### config.mk
export PLATFORM = sky130hd
export DESIGN_NAME = hks_ram
export DESIGN_NICKNAME = d
export VERILOG_FILES = /design/src/rtl/hks_ram.sv
export SDC_FILE = /design/constraint.sdc
export NUM_CORES = 1
export LEC_CHECK = 0
export ABC_AREA = 0
export BUFFER_PORTS_ARGS = -buffer_cell sky130_fd_sc_hd__buf_2
export CAP_MARGIN = 30
export CORE_MARGIN = 10
export CORE_UTILIZATION = 60
export DETAILED_ROUTE_END_ITERATION = 10
export PLACE_DENSITY = 0.8
export SLEW_MARGIN = 5
export SYNTH_ARGS = -nofsm -noshare
export SYNTH_HDL_FRONTEND = slang
export SYNTH_SLANG_ARGS = --single-unit
### constraint.sdc
create_clock -name clock -period 2.35 [get_ports clock]
set_clock_uncertainty 0.15 [all_clocks]
set_input_delay 0.1175 -clock clock [delete_from_list [all_inputs] [get_ports clock]]
set_output_delay 0.1175 -clock clock [all_outputs]
set_load 0.02 [all_outputs]
### src/rtl/hks_ram.sv
// Simple dual-port RAM with one write port and one registered read port.
module hks_ram #(
   parameter int WIDTH = 8,
   parameter int DEPTH = 16,
   parameter int AW    = $clog2(DEPTH)
) (
   input  logic             clock,
   input  logic             we,
   input  logic [AW-1:0]    waddr,
   input  logic [WIDTH-1:0] wdata,
   input  logic [AW-1:0]    raddr,
   output logic [WIDTH-1:0] rdata
);

   logic [WIDTH-1:0] mem [DEPTH];
   logic [WIDTH-1:0] rdata_ff;

   always_ff @(posedge clock) begin
      if (we) begin
         mem[waddr] <= wdata;
      end
   end

   always_ff @(posedge clock) begin
      rdata_ff <= mem[raddr];
   end

   assign rdata = rdata_ff;

endmodule

==> run_results.csv <==
group,metric,value,unit
status,status,"completed",
power_and_ir_drop,power_leakage,0.00209,uW
drt,vias,2536,
setup_path,cpPeakStageDelay,0.61,ns
sta,drv_slew,0,
die,die_w,113,microns
clock_tree,numCtsBuffers,17,
power_and_ir_drop,p_switching,1110,uW
die,io_pins,26,
synthesis,async_flop_share,0,%
placed_design,dp_hpwl,6.00,mm
setup_path,end_kind,"register",
clock_tree,cts_tree,"built",
die,std_cell_rows,33,
sta,fin_tns_setup,0,ns
layout,nFillCells,451,
synthesis,ys_warn_count,0,
power_and_ir_drop,switching_share,20.9,%
run,maxCapViolations,0,
setup_path,timing.critical_path.arrival,2.32,ns
synthesis,ys_seq_elements,136,
power_and_ir_drop,cellPowerDensity,871,nW/um^2
power_and_ir_drop,p_clk_share,43.5,%
synthesis,synthesis.nets,247,
synthesis,synth_cell_types,19,
grt,grt_pass1_vias,2680,
synthesis,synth.top_cell.area_share,74.7,%
sta,slew_headroom,48.8,%
die,die_area,12700,sq um
power_and_ir_drop,combPwrFrac,5.3,%
grt,antenna_found_initial,0,
setup_path,cp_common_cell,"dlygate4sd3_1",
sta,setup_violations,0,
clock_tree,clockRootBuffer,"clkbuf_8",
sta,holdWs,0.0322,ns
power_and_ir_drop,power.total,5330,uW
synthesis,yosysTopAreaCell,"edfxtp_1",
hold_path,hold_path_class,"in -> reg",
clock_tree,insertion_delay,0.52,ns
drt,drc,0,
synthesis,yosysSeqAreaShare,77.8,%
setup_path,path_cells,"dlygate4sd3_1 > buf_2 > or3b_2 > dlygate4sd3_1 > nor2_2 > buf_4",
placed_design,port_buffers,25,
synthesis,synth_area_leaders,"edfxtp_1 (75%), mux4_2 (7.9%), mux4_1 (7.1%)",
power_and_ir_drop,p_int,4210,uW
clock_tree,cts.htree.levels,4,
clock_tree,clockBufferDepth,2,
setup_path,cp_data_required_time,2.42,ns
power_and_ir_drop,seqPwrFrac,51.2,%
synthesis,ys.flop_type,"edfxtp_1",
drt,drt_iter0_markers,183,
layout,area_growth,18.8,%
setup_path,crit_path_start_kind,"input pin",
synthesis,synthTopCellsByCount,"edfxtp_1 (128), mux4_2 (18), a22oi_1 (16), mux4_1 (14), nor2_1 (13)",
drt,via_per_inst,6.17,
die,die_h,113,microns
synthesis,synthCells,229,
grt,grt_use_total,16.7,%
synthesis,yosys.cell_count.top_type,"edfxtp_1",
grt,overflow,0,
drt,first_pass_iters,4,
sta,rsz0062_at_grt,"no",
setup_path,crit_type,"in -> reg",
sta,period_needed,2.25,ns
grt,grt_pass1_wl,15.6,mm
layout,drive_gt1_share,30.4,%
layout,diodes,0,
layout,num-nets-final,311,
synthesis,synth-edff-count,128,
sta,max_freq,0.445,GHz
grt,grt_max_degree,33,
synthesis,synth_area_per_cell,22.5,sq um
drt,ant_nets,0,
setup_path,worstPathMaxFanout,6,
clock_tree,clock_sinks,136,
setup_path,slowest_stage,"dlygate4sd3_1",
sta,tightestPinTransition,0.766,ns
die,core,8300,sq um
clock_tree,path_clk_slew,0.06,ns
synthesis,syn_area,5150,sq um
sta,final_hold_viol_count,0,
drt,wl_per_cell,24.5,microns
power_and_ir_drop,ir_drop,626,uV
sta,post-route-period-util,95.7,%
placed_design,place_congestion,0.781,
die,start_util,62.0,%
drt,routed_wl,10.1,mm
[flip-flops by register name, indices dropped and copies added (netlist names)]
| signal | cells |
|---|---|
| mem | 128 |
| rdata | 8 |
[worst paths after layout]
path,startpoint,to,slack (ns),depth (start not counted)
worst max-delay path,waddr[2],mem[2][3],0.10,6
worst min-delay path,raddr[2],rdata[1],0.03,4
worst max register to register,mem[3][4],rdata[4],0.74,3
worst min register to register,mem[14][7],rdata[7],0.52,3
[layout by cell type (no fill, tap or decap), types with 2 or more instances in the layout]
cell type,netlist,final
edfxtp_1,128,128
buf_2,3,25
mux4_2,18,18
buf_4,1,17
a22oi_1,16,16
clkbuf_16,0,16
mux4_1,14,14
nor2_1,13,12
dlygate4sd3_1,0,12
nand2_1,9,9
dfxtp_1,8,8
clkinv_2,0,6
clkinvlp_4,0,5
nor3_1,4,4
nand3b_1,2,2
nand2b_1,2,2
[worst max-delay path, delay by kind of cell]
| kind | cells | cell delay (ns) |
|---|---|---|
| buffers and inverters | 4 | 1.49 |
| AND/OR/NAND/NOR | 2 | 0.71 |
[power groups by stage]
stage,sequential (uW),clock (uW),combinational [uW]
global placement,2770,0,258
finish,2730,2320,281
global route,2730,2490,304
CTS,2730,2360,282
floorplan,2790,0,138
detailed placement,2780,0,263
[cells by family after synthesis]
logic type,Yosys count,synth area share (%)
flops,136,77.8
mux,32,15.0
simple gates,35,3.18
buf+inv,10,1.68
compound gates,16,2.33
[timing repair]
action	in CTS	in global routing
endpoints found under the hold margin	138	0
setup endpoints to repair	0	4
setup buffers	0	0
resized for setup	0	1
hold buffers	12	0
[stage by stage]
stage	cell area, sq um	cells	worst slack, ns	utilization [%]
final	6120	411	0.101	73.7
after CTS	6110	411	0.0556	73.7
after global placement	5470	367	0.574	65.9
after floorplan	5150	229	0.590	-
after global routing	6120	411	0.0712	73.7
after detailed placement	5470	367	0.474	65.9
[layer usage]
metal | wire, microns | part of all wire (%) | vias to the layer above | GRT usage, %
li1 | - | - | 1104 | -
met1 | 4070 | 40 | 1287 | 21.2
met2 | 4990 | 50 | 133 | 25.3
met3 | 868 | 8.6 | 12 | 6.60
met4 | 129 | 1.3 | 0 | 6.77
met5 | 0 | 0 | - | 0
[cell type report]
cell class | count | area (sq um) | area share, %
sequential | 136 | 4000 | 65.5
multi-input combinational | 83 | 1060 | 17.3
clock buffer | 18 | 418 | 6.83
timing repair buffer | 55 | 393 | 6.42
tap | 105 | 131 | 2.15
clock inverter | 14 | 110 | 1.80
(Power assumes the default switching activity.)
