## config.mk

```make
export PLATFORM = sky130hd
export DESIGN_NAME = hks_mod_unit
export DESIGN_NICKNAME = d
export VERILOG_FILES = /design/src/rtl/hks_pkg.sv /design/src/rtl/hks_mod_unit.sv
export SDC_FILE = /design/constraint.sdc
export NUM_CORES = 1
export LEC_CHECK = 0
export BUFFER_PORTS_ARGS = -buffer_cell sky130_fd_sc_hd__buf_2
export CAP_MARGIN = 40
export CORE_AREA = 2 2 114 116
export DETAILED_ROUTE_END_ITERATION = 10
export DIE_AREA = 0 0 116 118
export PLACE_DENSITY = 0.72
export SYNTH_ARGS = -nofsm -noshare
export SYNTH_HDL_FRONTEND = slang
export SYNTH_SLANG_ARGS = --single-unit
```

## constraint.sdc

```tcl
create_clock -name clock -period 16.7 [get_ports clock]
set_clock_uncertainty 0.1 [all_clocks]
set_input_delay 0.835 -clock clock [delete_from_list [all_inputs] [get_ports clock]]
set_output_delay 0.835 -clock clock [all_outputs]
set_load 0.005 [all_outputs]
```

## src/rtl/hks_pkg.sv

```systemverilog
// Shared types, constants and codes for the hashed key set engine.
package hks_pkg;

   localparam int KEY_W      = 64;
   localparam int BUCKETS    = 1024;
   localparam int WAYS       = 4;
   localparam int BKT_W      = $clog2(BUCKETS);
   localparam int DIV_W      = $clog2(BUCKETS + 1);
   localparam int FILL_W     = $clog2(WAYS + 1);
   localparam int ENTRIES    = BUCKETS * WAYS;
   localparam int ENTRY_AW   = $clog2(ENTRIES);
   localparam int CNT_W      = $clog2(ENTRIES + 1);
   localparam int BCNT_W     = 11;
   localparam int CMD_W      = 3;
   localparam int STAT_W     = 2;
   localparam int CSR_AW     = 3;
   localparam int CSR_DW     = 32;
   localparam int MOD_STEP   = 4;
   localparam int MOD_ITERS  = KEY_W / MOD_STEP;
   localparam int MOD_CNT_W  = $clog2(MOD_ITERS);
   localparam logic [BCNT_W-1:0] BCNT_RESET = BCNT_W'(1021);

   typedef enum logic [CMD_W-1:0] {
      CMD_INSERT   = 3'd0,
      CMD_DISCARD  = 3'd1,
      CMD_CONTAINS = 3'd2,
      CMD_POP      = 3'd3,
      CMD_CLEAR    = 3'd4
   } cmd_type;

   typedef enum logic [STAT_W-1:0] {
      STAT_OK        = 2'd0,
      STAT_FULL      = 2'd1,
      STAT_POP_EMPTY = 2'd2
   } status_type;

   typedef enum logic [3:0] {
      ST_CLEAR,
      ST_IDLE,
      ST_DIV,
      ST_FILL_RD,
      ST_FILL_GET,
      ST_WALK,
      ST_SHIFT,
      ST_POP_SCAN,
      ST_POP_CHK,
      ST_POP_RD,
      ST_POP_GET,
      ST_RESP
   } state_type;

endpackage

```

## src/rtl/hks_mod_unit.sv

```systemverilog
// Iterative remainder unit: key modulo bucket count, a few quotient bits per cycle.
module hks_mod_unit (
   input  logic                        clock,
   input  logic                        reset,
   input  logic                        start,
   input  logic [hks_pkg::KEY_W-1:0]   dividend,
   input  logic [hks_pkg::DIV_W-1:0]   divisor,
   output logic                        done,
   output logic [hks_pkg::DIV_W-1:0]   remainder
);

   logic                              busy_ff, busy_in;
   logic                              done_ff, done_in;
   logic [hks_pkg::MOD_CNT_W-1:0]     cnt_ff, cnt_in;
   logic [hks_pkg::KEY_W-1:0]         shreg_ff, shreg_in;
   logic [hks_pkg::DIV_W-1:0]         rem_ff, rem_in;
   logic [hks_pkg::DIV_W-1:0]         div_ff, div_in;
   logic [hks_pkg::DIV_W-1:0]         step_rem;
   logic [hks_pkg::DIV_W:0]           trial;

   // Restoring steps on a remainder that always stays below the divisor.
   always_comb begin
      step_rem = rem_ff;
      trial    = '0;
      for (int i = 0; i < hks_pkg::MOD_STEP; i++) begin
         trial = {step_rem, shreg_ff[hks_pkg::KEY_W-1-i]};
         if (trial >= {1'b0, div_ff}) begin
            trial = trial - {1'b0, div_ff};
         end
         step_rem = trial[hks_pkg::DIV_W-1:0];
      end
   end

   always_comb begin
      busy_in  = busy_ff;
      done_in  = 1'b0;
      cnt_in   = cnt_ff;
      shreg_in = shreg_ff;
      rem_in   = rem_ff;
      div_in   = div_ff;
      if (start) begin
         busy_in  = 1'b1;
         cnt_in   = '0;
         shreg_in = dividend;
         rem_in   = '0;
         div_in   = divisor;
      end else if (busy_ff) begin
         rem_in   = step_rem;
         shreg_in = shreg_ff << hks_pkg::MOD_STEP;
         cnt_in   = cnt_ff + 1'b1;
         if (cnt_ff == hks_pkg::MOD_CNT_W'(hks_pkg::MOD_ITERS - 1)) begin
            busy_in = 1'b0;
            done_in = 1'b1;
         end
      end
   end

   always_ff @(posedge clock) begin
      if (reset) begin
         busy_ff <= 1'b0;
         done_ff <= 1'b0;
         cnt_ff  <= '0;
      end else begin
         busy_ff <= busy_in;
         done_ff <= done_in;
         cnt_ff  <= cnt_in;
      end
   end

   always_ff @(posedge clock) begin
      shreg_ff <= shreg_in;
      rem_ff   <= rem_in;
      div_ff   <= div_in;
   end

   assign done      = done_ff;
   assign remainder = rem_ff;

endmodule

```

==> impl_metrics.env, run 1 <==
export IMPL_outcome="complete, no violations"
export IMPL_fin_crit_ns=10.41
export IMPL_timing_hold_ws_ns=0.393
export IMPL_io_pins=90
export IMPL_syn_area_per_cell_um2=10.9
export IMPL_synth_distinct_cells=71
export IMPL_register_area_um2=2590
export IMPL_grt_setup_unrepaired="false"
export IMPL_synth_area_um2=6310
export IMPL_totalWireLength_um=15900
export IMPL_syn_inst=579
export IMPL_worstPathRequired_ns=16.85
export IMPL_core_area_um2=12400
export IMPL_hold_viol=0
export IMPL_worstPathArrival_ns=10.55
export IMPL_drv_cap=0
export IMPL_grt_usage=0.245
export IMPL_cpMostUsedCell="ha_1"
export IMPL_synthFlopType="edfxtp_1"
export IMPL_relSlewSlack=0.380
export IMPL_async_reset_ff_frac=0
export IMPL_initial_utilization=0.508
export IMPL_cts_setup_buffers=0
export IMPL_fmax_ghz=0.0961
export IMPL_dp_hpwl_um=12100
export IMPL_grt_overflow=0
export IMPL_nNetsFinal=791
export IMPL_setup_slack_ns=6.29
export IMPL_layout_drive_gt1_share=0.294
export IMPL_rows=41
export IMPL_die_y_um=118
export IMPL_cts_buffer_depth=2
export IMPL_synth_edf_count=75
export IMPL_cts_made_buffers=9
export IMPL_tns_ns=0
export IMPL_path_clk_slew_ns=0.07
export IMPL_synthTopCellsByArea="edfxtp_1 36%, mux2_2 12%, ha_1 8.9%, dfxtp_1 5.4%, xnor2_1 2.6%"
export IMPL_crit_type="reg2reg"
export IMPL_dieArea_um2=13700
export IMPL_port_buffers=89
export IMPL_multi_input_area_um2=3500
export IMPL_clock_latency_ns=0.35
export IMPL_crit_path_end_kind="flip-flop"
export IMPL_postRouteAntennaNets=0
export IMPL_cpMaxStageDelayCell="a311oi_1"
export IMPL_setup_violations=0
export IMPL_drc=0
export IMPL_grt_pass1_wl_um=25600
export IMPL_root_buffer="clkbuf_16"
export IMPL_gp_congestion=1.02
export IMPL_dr_pass1_iters=6
export IMPL_drt_vias_per_instance=5.79
export IMPL_synth_top_cell_by_area="edfxtp_1"
export IMPL_ys_ff_latch=92
export IMPL_cp_start_kind="flip-flop"
export IMPL_grt_pass1_vias=4913
export IMPL_period_share=0.623
export IMPL_yosysWarningCount=0
export IMPL_drt_iter0_drc=437
export IMPL_synthToLayoutAreaGrowth_pct=14.7
export IMPL_ys_seq_area_frac=0.411
export IMPL_syn_nets=706
export IMPL_min_path_type="reg2reg"
export IMPL_cp_max_fo=12
export IMPL_via_count=4871
export IMPL_placed_cell_area_um2=6930
export IMPL_postLayoutCellArea_um2=7230
export IMPL_nFillCells=1101
export IMPL_postCtsHoldBufs=0
export IMPL_slew_violations=0
export IMPL_yosysTopAreaCellShare=0.357
export IMPL_place_ws_ns=6.55
export IMPL_n_antenna_cell=0
export IMPL_cts_tree="done"
export IMPL_clkSinkCount=92
export IMPL_tightest_slew_ns=0.923
export IMPL_cts_resized=0
export IMPL_grt_start_max_net_pins=72
export IMPL_dieWidth_um=116
export IMPL_routedWlPerCell_um=18.9
export IMPL_antenna_found_initial=0
export IMPL_slowest_delay_ns=0.79
export IMPL_htreeDepth=3
[state kept, by name, indices dropped and copies added (netlist names)]
signal,count
busy_ff,1
cnt_ff,4
div_ff,11
done,1
remainder,11
shreg_ff,64
[final timing paths]
path | startpoint | to | slack (ns) | cells past startpoint
worst max-delay path | div_ff[0] | remainder[0] | 6.29 | 33
worst min-delay path | cnt_ff[3] | done | 0.39 | 2
worst min register to register | cnt_ff[3] | done | 0.39 | 2
worst max register to register | div_ff[0] | remainder[0] | 6.29 | 33
[cell type report]
class / instances / share of cell area
multi-input combinational: 434 / 0.484
sequential: 92 / 0.358
timing repair buffer: 92 / 0.0678
clock buffer: 9 / 0.0311
tap: 172 / 0.0297
inverter: 35 / 0.0182
clock inverter: 7 / 0.0109
[worst max-delay path, delay by kind of cell (launching register included)]
kind / cells / cell delay (ns)
compound gates: 17 / 4.34
buf+inv: 1 / 0.09
simple gates: 7 / 2.27
fa+ha+maj: 5 / 1.68
flops: 1 / 0.47
mux: 3 / 1.35
[metrics by stage]
stage,cells,util
floorplan,579,-
global placement,824,0.556
detailed placement,825,0.558
CTS,841,0.583
global route,841,0.583
finish,841,0.583
[Yosys cell counts (all sizes together), types with 9 or more instances]
| cell type | instances |
|---|---|
| edfxtp | 75 |
| mux2 | 68 |
| ha | 45 |
| nor2 | 37 |
| inv | 35 |
| a21oi | 31 |
| nand2 | 30 |
| xnor2 | 19 |
| dfxtp | 17 |
| nor3 | 16 |
| a21o | 15 |
| o21ai | 14 |
| clkbuf | 13 |
| xor2 | 13 |
| mux2i | 12 |
| nand3 | 11 |
| nand4 | 11 |
| nor3b | 9 |
[cell families (layout without fill, tap and decap cells)]
| family | after synthesis | count (layout) | share of synthesized area |
|---|---|---|---|
| xor gates and xnor gates | 32 | 32 | 0.0444 |
| adders and majority gates | 49 | 49 | 0.102 |
| buffers and inverters | 53 | 143 | 0.0343 |
| AOI/OAI and AO/OA | 121 | 121 | 0.144 |
| DFF | 92 | 92 | 0.411 |
| and+or+nand+nor | 152 | 152 | 0.124 |
| muxes | 80 | 80 | 0.140 |
[layer usage]
metal,global-route usage,share of wire,vias to the layer above
li1,-,-,2365
met1,0.327,0.43,2309
met2,0.385,0.47,162
met3,0.0525,0.063,35
met4,0.0990,0.035,0
met5,0,0,-
[placed cells by master (no fill, tap or decap), drive strengths merged, types with 4 or more instances in the layout]
| master | n |
|---|---|
| buf | 92 |
| edfxtp | 75 |
| mux2 | 68 |
| ha | 45 |
| inv | 38 |
| nor2 | 37 |
| a21oi | 31 |
| nand2 | 30 |
| xnor2 | 19 |
| dfxtp | 17 |
| nor3 | 16 |
| a21o | 15 |
| o21ai | 14 |
| xor2 | 13 |
| mux2i | 12 |
| nand4 | 11 |
| nand3 | 11 |
| nor3b | 9 |
| clkbuf | 9 |
| o21a | 8 |
| o31ai | 7 |
| and3 | 7 |
| and2 | 7 |
| nand2b | 6 |
| a41oi | 5 |
| a31oi | 5 |
| nor2b | 4 |
| a311oi | 4 |
| fa | 4 |
| a211oi | 4 |
| o211ai | 4 |
| or2 | 4 |
| clkinv | 4 |
Power of run 1 is not shown: default switching activity piles up to over one toggle a cycle in this logic, so the estimate is an artifact.
==> run 2, diff against run 1 <==
--- a/config.mk
+++ b/config.mk
@@ -5,12 +5,13 @@
 export SDC_FILE = /design/constraint.sdc
 export NUM_CORES = 1
 export LEC_CHECK = 0
+export ABC_AREA = 1
 export BUFFER_PORTS_ARGS = -buffer_cell sky130_fd_sc_hd__buf_2
 export CAP_MARGIN = 40
-export CORE_AREA = 2 2 114 116
+export CORE_AREA = 2 2 116 118
 export DETAILED_ROUTE_END_ITERATION = 10
-export DIE_AREA = 0 0 116 118
-export PLACE_DENSITY = 0.72
+export DIE_AREA = 0 0 118 120
+export PLACE_DENSITY = 0.75
 export SYNTH_ARGS = -nofsm -noshare
 export SYNTH_HDL_FRONTEND = slang
 export SYNTH_SLANG_ARGS = --single-unit
==> constraint.sdc (replaced) <==
create_clock -name clock -period 9.52 [get_ports clock]
set_clock_uncertainty 0.1 [all_clocks]
set_input_delay 0.476 -clock clock [delete_from_list [all_inputs] [get_ports clock]]
set_output_delay 0.476 -clock clock [all_outputs]
set_load 0.005 [all_outputs]
==> impl_metrics.env, run 2 <==
export IMPL_postCtsHoldBufs=0
export IMPL_path_clk_slew_ns=0.07
export IMPL_drt_vias_per_instance=5.15
export IMPL_synthTopCellsByArea="edfxtp_1 34%, nand2_1 21%, ha_1 8.5%, inv_1 5.6%, dfxtp_1 5.2%"
export IMPL_totalWireLength_um=16700
export IMPL_antenna_found_initial=1
export IMPL_register_area_um2=2590
export IMPL_grt_overflow=0
export IMPL_hold_path_cell_count=2
export IMPL_rows=42
export IMPL_nNetsFinal=1087
export IMPL_clkSinkCount=92
export IMPL_io_pins=90
export IMPL_yosysWarningCount=0
export IMPL_slowest_delay_ns=0.48
export IMPL_drt_iter0_drc=441
export IMPL_slew_violations=0
export IMPL_gp_congestion=0.981
export IMPL_synth_most_common_cell="nand2_1"
export IMPL_tns_ns=0
export IMPL_initial_utilization=0.508
export IMPL_cp_max_fo=14
export IMPL_largest_register_ffs=64
export IMPL_setup_slack_ns=1.60
export IMPL_async_reset_ff_frac=0
export IMPL_grt_start_max_net_pins=80
export IMPL_root_buffer="clkbuf_16"
export IMPL_drv_cap=0
export IMPL_dieArea_um2=14200
export IMPL_synth_area_um2=6590
export IMPL_crit_path_end_kind="flip-flop"
export IMPL_synthToLayoutAreaGrowth_pct=13.0
export IMPL_rr_worst_depth=44
export IMPL_cts_buffer_depth=2
export IMPL_grt_pass1_wl_um=26700
export IMPL_cp_start_kind="flip-flop"
export IMPL_worstHoldEndpoint="busy_ff"
export IMPL_layout_drive_gt1_share=0.138
export IMPL_postRouteAntennaNets=0
export IMPL_fmax_ghz=0.126
export IMPL_grt_setup_unrepaired="false"
export IMPL_port_buffers=89
export IMPL_cts_resized=0
export IMPL_hold_viol=0
export IMPL_grt_usage=0.239
export IMPL_cpMaxStageDelayCell="edfxtp_1"
export IMPL_synth_top_cell_by_area="edfxtp_1"
export IMPL_syn_nets=1007
export IMPL_dr_pass1_iters=5
export IMPL_synth_distinct_cells=41
export IMPL_dp_hpwl_um=12700
export IMPL_syn_area_per_cell_um2=7.49
export IMPL_fin_crit_ns=7.92
export IMPL_via_count=5872
export IMPL_min_path_type="in2reg"
export IMPL_nFillCells=1222
export IMPL_drc=0
export IMPL_yosysTopAreaCellShare=0.342
export IMPL_outcome="complete, no violations"
export IMPL_rr_startpoint="div_ff[0]"
export IMPL_relSlewSlack=0.445
export IMPL_tightest_slew_ns=0.829
export IMPL_final_common_cell="nand2_1"
export IMPL_mostFrequentLayoutCells="367 x nand2_1, 97 x inv_1, 90 x buf_2, 75 x edfxtp_1, 60 x nand3_1"
export IMPL_netlist_top_cells_count="367 x nand2_1, 98 x inv_1, 75 x edfxtp_1"
export IMPL_syn_inst=880
export IMPL_die_y_um=120
export IMPL_crit_type="reg2reg"
export IMPL_r2r_end="remainder[2]"
export IMPL_synthFlopType="edfxtp_1"
export IMPL_ys_seq_area_frac=0.393
export IMPL_place_ws_ns=1.79
export IMPL_min_from="reset"
export IMPL_largest_register="shreg_ff"
export IMPL_htreeDepth=3
export IMPL_worstPathRequired_ns=9.66
export IMPL_n_antenna_cell=0
export IMPL_worstPathArrival_ns=8.06
export IMPL_setup_violations=0
export IMPL_reg2reg_slack_ns=1.60
export IMPL_synth_edf_count=75
export IMPL_clock_latency_ns=0.35
export IMPL_ys_ff_latch=92
export IMPL_dieWidth_um=118
export IMPL_cpMostUsedCell="nand2_1"
export IMPL_cts_setup_buffers=0
export IMPL_cts_made_buffers=9
export IMPL_cts_tree="done"
export IMPL_period_share=0.832
export IMPL_core_area_um2=13000
export IMPL_grt_pass1_vias=5420
export IMPL_multi_input_area_um2=3480
export IMPL_routedWlPerCell_um=14.6
run 2: changes by cell type in the layout (fill, tap and decap cells not counted), moves of 9 or more:
cell,delta
nand4_1,+10
nor3b_1,-9
mux2i_1,-12
a21o_1,-14
nand2_1,+337
mux2_2,-68
nor3_1,-10
nand3_1,+50
xnor2_1,-9
inv_1,+62
run 2: through the flow:
step,hold slack [ns],utilization,std cells,instance area [um^2]
CTS,0.183,0.574,1141,7450
detailed placement,0.383,0.552,1125,7170
finish,0.194,0.574,1141,7450
floorplan,0.356,-,880,6590
global route,0.180,0.574,1141,7450
global placement,0.376,0.551,1123,7150
run 2: worst max path at each step:
stage | from | endpoint | slack [ns]
final | div_ff[0] | remainder[2] | 1.60
after global routing | div_ff[0] | remainder[6] | 0.84
after CTS | div_ff[0] | remainder[2] | 1.77
after detailed placement | div_ff[0] | remainder[6] | 1.79
after global placement | div_ff[9] | remainder[7] | 1.61
after floorplan | div_ff[0] | remainder[9] | 3.20
run 2: final cells by class:
type,count,share of cell area
Tap cell,176,0.0296
Inverter,106,0.0534
Clock inverter,6,0.00706
Clock buffer,10,0.0307
Multi-Input combinational cell,657,0.467
Timing Repair Buffer,94,0.0645
Sequential cell,92,0.348
run 2: per-layer routing:
layer  global-route usage  share of wire  vias up  routed length [um]
met5                    0         0.0010        -                  17
met4                0.105          0.039        2                 648
met3               0.0537          0.061       41                1020
met2                0.384           0.45      214                7570
met1                0.312           0.45     2605                7420
li1                     -              -     3010                   -
run 2: logic make-up after synthesis:
family / share of synthesized area
AOI/OAI and AO/OA: 0.0560
buffers and inverters: 0.0790
and+or+nand+nor: 0.333
xor gates and xnor gates: 0.0412
adders and majority gates: 0.0976
DFF: 0.393
run 2: worst max-delay path, delay by kind of cell (launching register included):
kind / cells / cell delay, ns
DFF: 1 / 0.48
buffers and inverters: 7 / 0.49
adders and majority gates: 5 / 1.70
and+or+nand+nor: 22 / 3.08
AOI/OAI and AO/OA: 10 / 1.95
Power of run 2 is left out for the same reason.
==> run 3, diff against run 2 <==
==> constraint.sdc (replaced) <==
create_clock -name clock -period 7.2 [get_ports clock]
set_clock_uncertainty 0.1 [all_clocks]
set_input_delay 0.36 -clock clock [delete_from_list [all_inputs] [get_ports clock]]
set_output_delay 0.36 -clock clock [all_outputs]
set_load 0.005 [all_outputs]
==> impl_metrics.env, run 3 (synthesis results as in run 2) <==
export IMPL_drt_vias_per_instance=5.23
export IMPL_tightest_slew_ns=0.838
export IMPL_slew_violations=0
export IMPL_dr_pass1_iters=6
export IMPL_crit_path_end_kind="flip-flop"
export IMPL_worstPathRequired_ns=7.39
export IMPL_synthToLayoutAreaGrowth_pct=19.2
export IMPL_worstPathArrival_ns=6.97
export IMPL_path_clk_slew_ns=0.06
export IMPL_htreeDepth=3
export IMPL_die_y_um=120
export IMPL_antenna_found_initial=0
export IMPL_hold_viol=0
export IMPL_cpMaxStageDelayCell="ha_2"
export IMPL_mostFrequentLayoutCells="364 x nand2_1, 94 x inv_1, 89 x buf_2, 75 x edfxtp_1, 59 x nand3_1"
export IMPL_layout_drive_gt1_share=0.187
export IMPL_slowest_delay_ns=0.40
export IMPL_clock_latency_ns=0.35
export IMPL_critPathBufInv=9
export IMPL_drv_cap=0
export IMPL_final_common_cell="nand2_1"
export IMPL_cts_tree="done"
export IMPL_cts_buffer_depth=2
export IMPL_initial_utilization=0.508
export IMPL_path_delay_family="simple AND/OR/NAND/NOR gates"
export IMPL_grt_pass1_vias=5626
export IMPL_core_area_um2=13000
export IMPL_drt_iter0_drc=630
export IMPL_period_share=0.943
export IMPL_dieWidth_um=118
export IMPL_dp_hpwl_um=13000
export IMPL_min_path_type="in2reg"
export IMPL_rows=42
export IMPL_final_util=0.605
export IMPL_clkSinkCount=92
export IMPL_largest_register_ffs=64
export IMPL_nFillCells=1207
export IMPL_fmax_ghz=0.147
export IMPL_nNetsFinal=1117
export IMPL_n_antenna_cell=0
export IMPL_postCtsHoldBufs=0
export IMPL_cp_start_kind="flip-flop"
export IMPL_via_count=6128
export IMPL_crit_type="reg2reg"
export IMPL_largest_register="shreg_ff"
export IMPL_postRouteAntennaNets=0
export IMPL_routedWlPerCell_um=14.8
export IMPL_grt_start_max_net_pins=69
export IMPL_drc=0
export IMPL_grt_overflow=0
export IMPL_totalWireLength_um=17300
export IMPL_reg2reg_slack_ns=0.41
export IMPL_cts_made_buffers=9
export IMPL_fin_crit_ns=6.79
export IMPL_root_buffer="clkbuf_16"
export IMPL_dieArea_um2=14200
export IMPL_outcome="complete, no violations"
export IMPL_gp_congestion=0.969
export IMPL_cpMostUsedCell="nand2_1"
export IMPL_grt_pass1_wl_um=27600
export IMPL_timing_hold_ws_ns=0.0809
export IMPL_cp_max_fo=12
export IMPL_relSlewSlack=0.439
export IMPL_setup_violations=0
export IMPL_port_buffers=89
export IMPL_grt_usage=0.246
export IMPL_io_pins=90
==> run 3: changes by cell type in the layout (fill, tap and decap cells not counted), moves of 4 or more <==
cell	before	now
a21oi_1	33	27
a21oi_2	1	7
ha_1	45	38
ha_2	0	4
inv_6	6	0
buf_4	4	33
==> run 3: worst paths after layout <==
kind                   to       start  cells after the start
min               busy_ff       reset                      2
max          remainder[5]  div_ff[10]                     42
min reg2reg          done   cnt_ff[3]                      2
max reg2reg  remainder[5]  div_ff[10]                     42
==> run 3: worst reg2reg max path, delay by kind of cell, from the launching register on <==
family | cells | cell delay (ns)
buffers and inverters | 9 | 1.09
DFF | 1 | 0.35
adders and majority gates | 4 | 1.42
AOI/OAI and AO/OA | 7 | 1.00
and+or+nand+nor | 22 | 2.77
==> run 3: repair_timing <==
| item | 4_1_cts | 5_1_grt |
|---|---|---|
| hold endpoints to repair | 0 | 0 |
| setup endpoints to repair | 1 | 11 |
| gates cloned | 0 | 2 |
| resized for setup | 1 | 32 |
| pin swaps | 0 | 4 |
| setup buffers | 0 | 9 |
==> run 3: routing by layer <==
layer,up-vias,global-route usage,wire length (um)
li1,3082,-,-
met1,2781,0.327,7410
met2,227,0.399,8040
met3,38,0.0513,1340
met4,0,0.0926,524
met5,-,0,0
==> run 3: area by class of cell <==
| class | instances | area (um^2) | share of cell area |
|---|---|---|---|
| clock buffers | 11 | 233 | 0.0296 |
| clock inverters | 5 | 86.3 | 0.0110 |
| inverters | 106 | 400 | 0.0510 |
| multi-input cells | 659 | 3630 | 0.462 |
| flip-flops and latches | 92 | 2590 | 0.330 |
| well taps | 176 | 220 | 0.0280 |
| repair buffers | 122 | 693 | 0.0882 |
==> run 3: through the flow <==
step,instances,setup slack [ns],cell area (um^2),setup TNS [ns]
6_report,1171,0.412,7860,0
5_1_grt,1171,-0.0331,7860,-0.0539
4_1_cts,1160,0.0272,7640,0
3_5_place_dp,1144,-0.00841,7310,-0.00841
3_3_place_gp,1143,0.0186,7300,0
2_1_floorplan,880,0.881,6590,0
Power of run 3 is left out for the same reason.
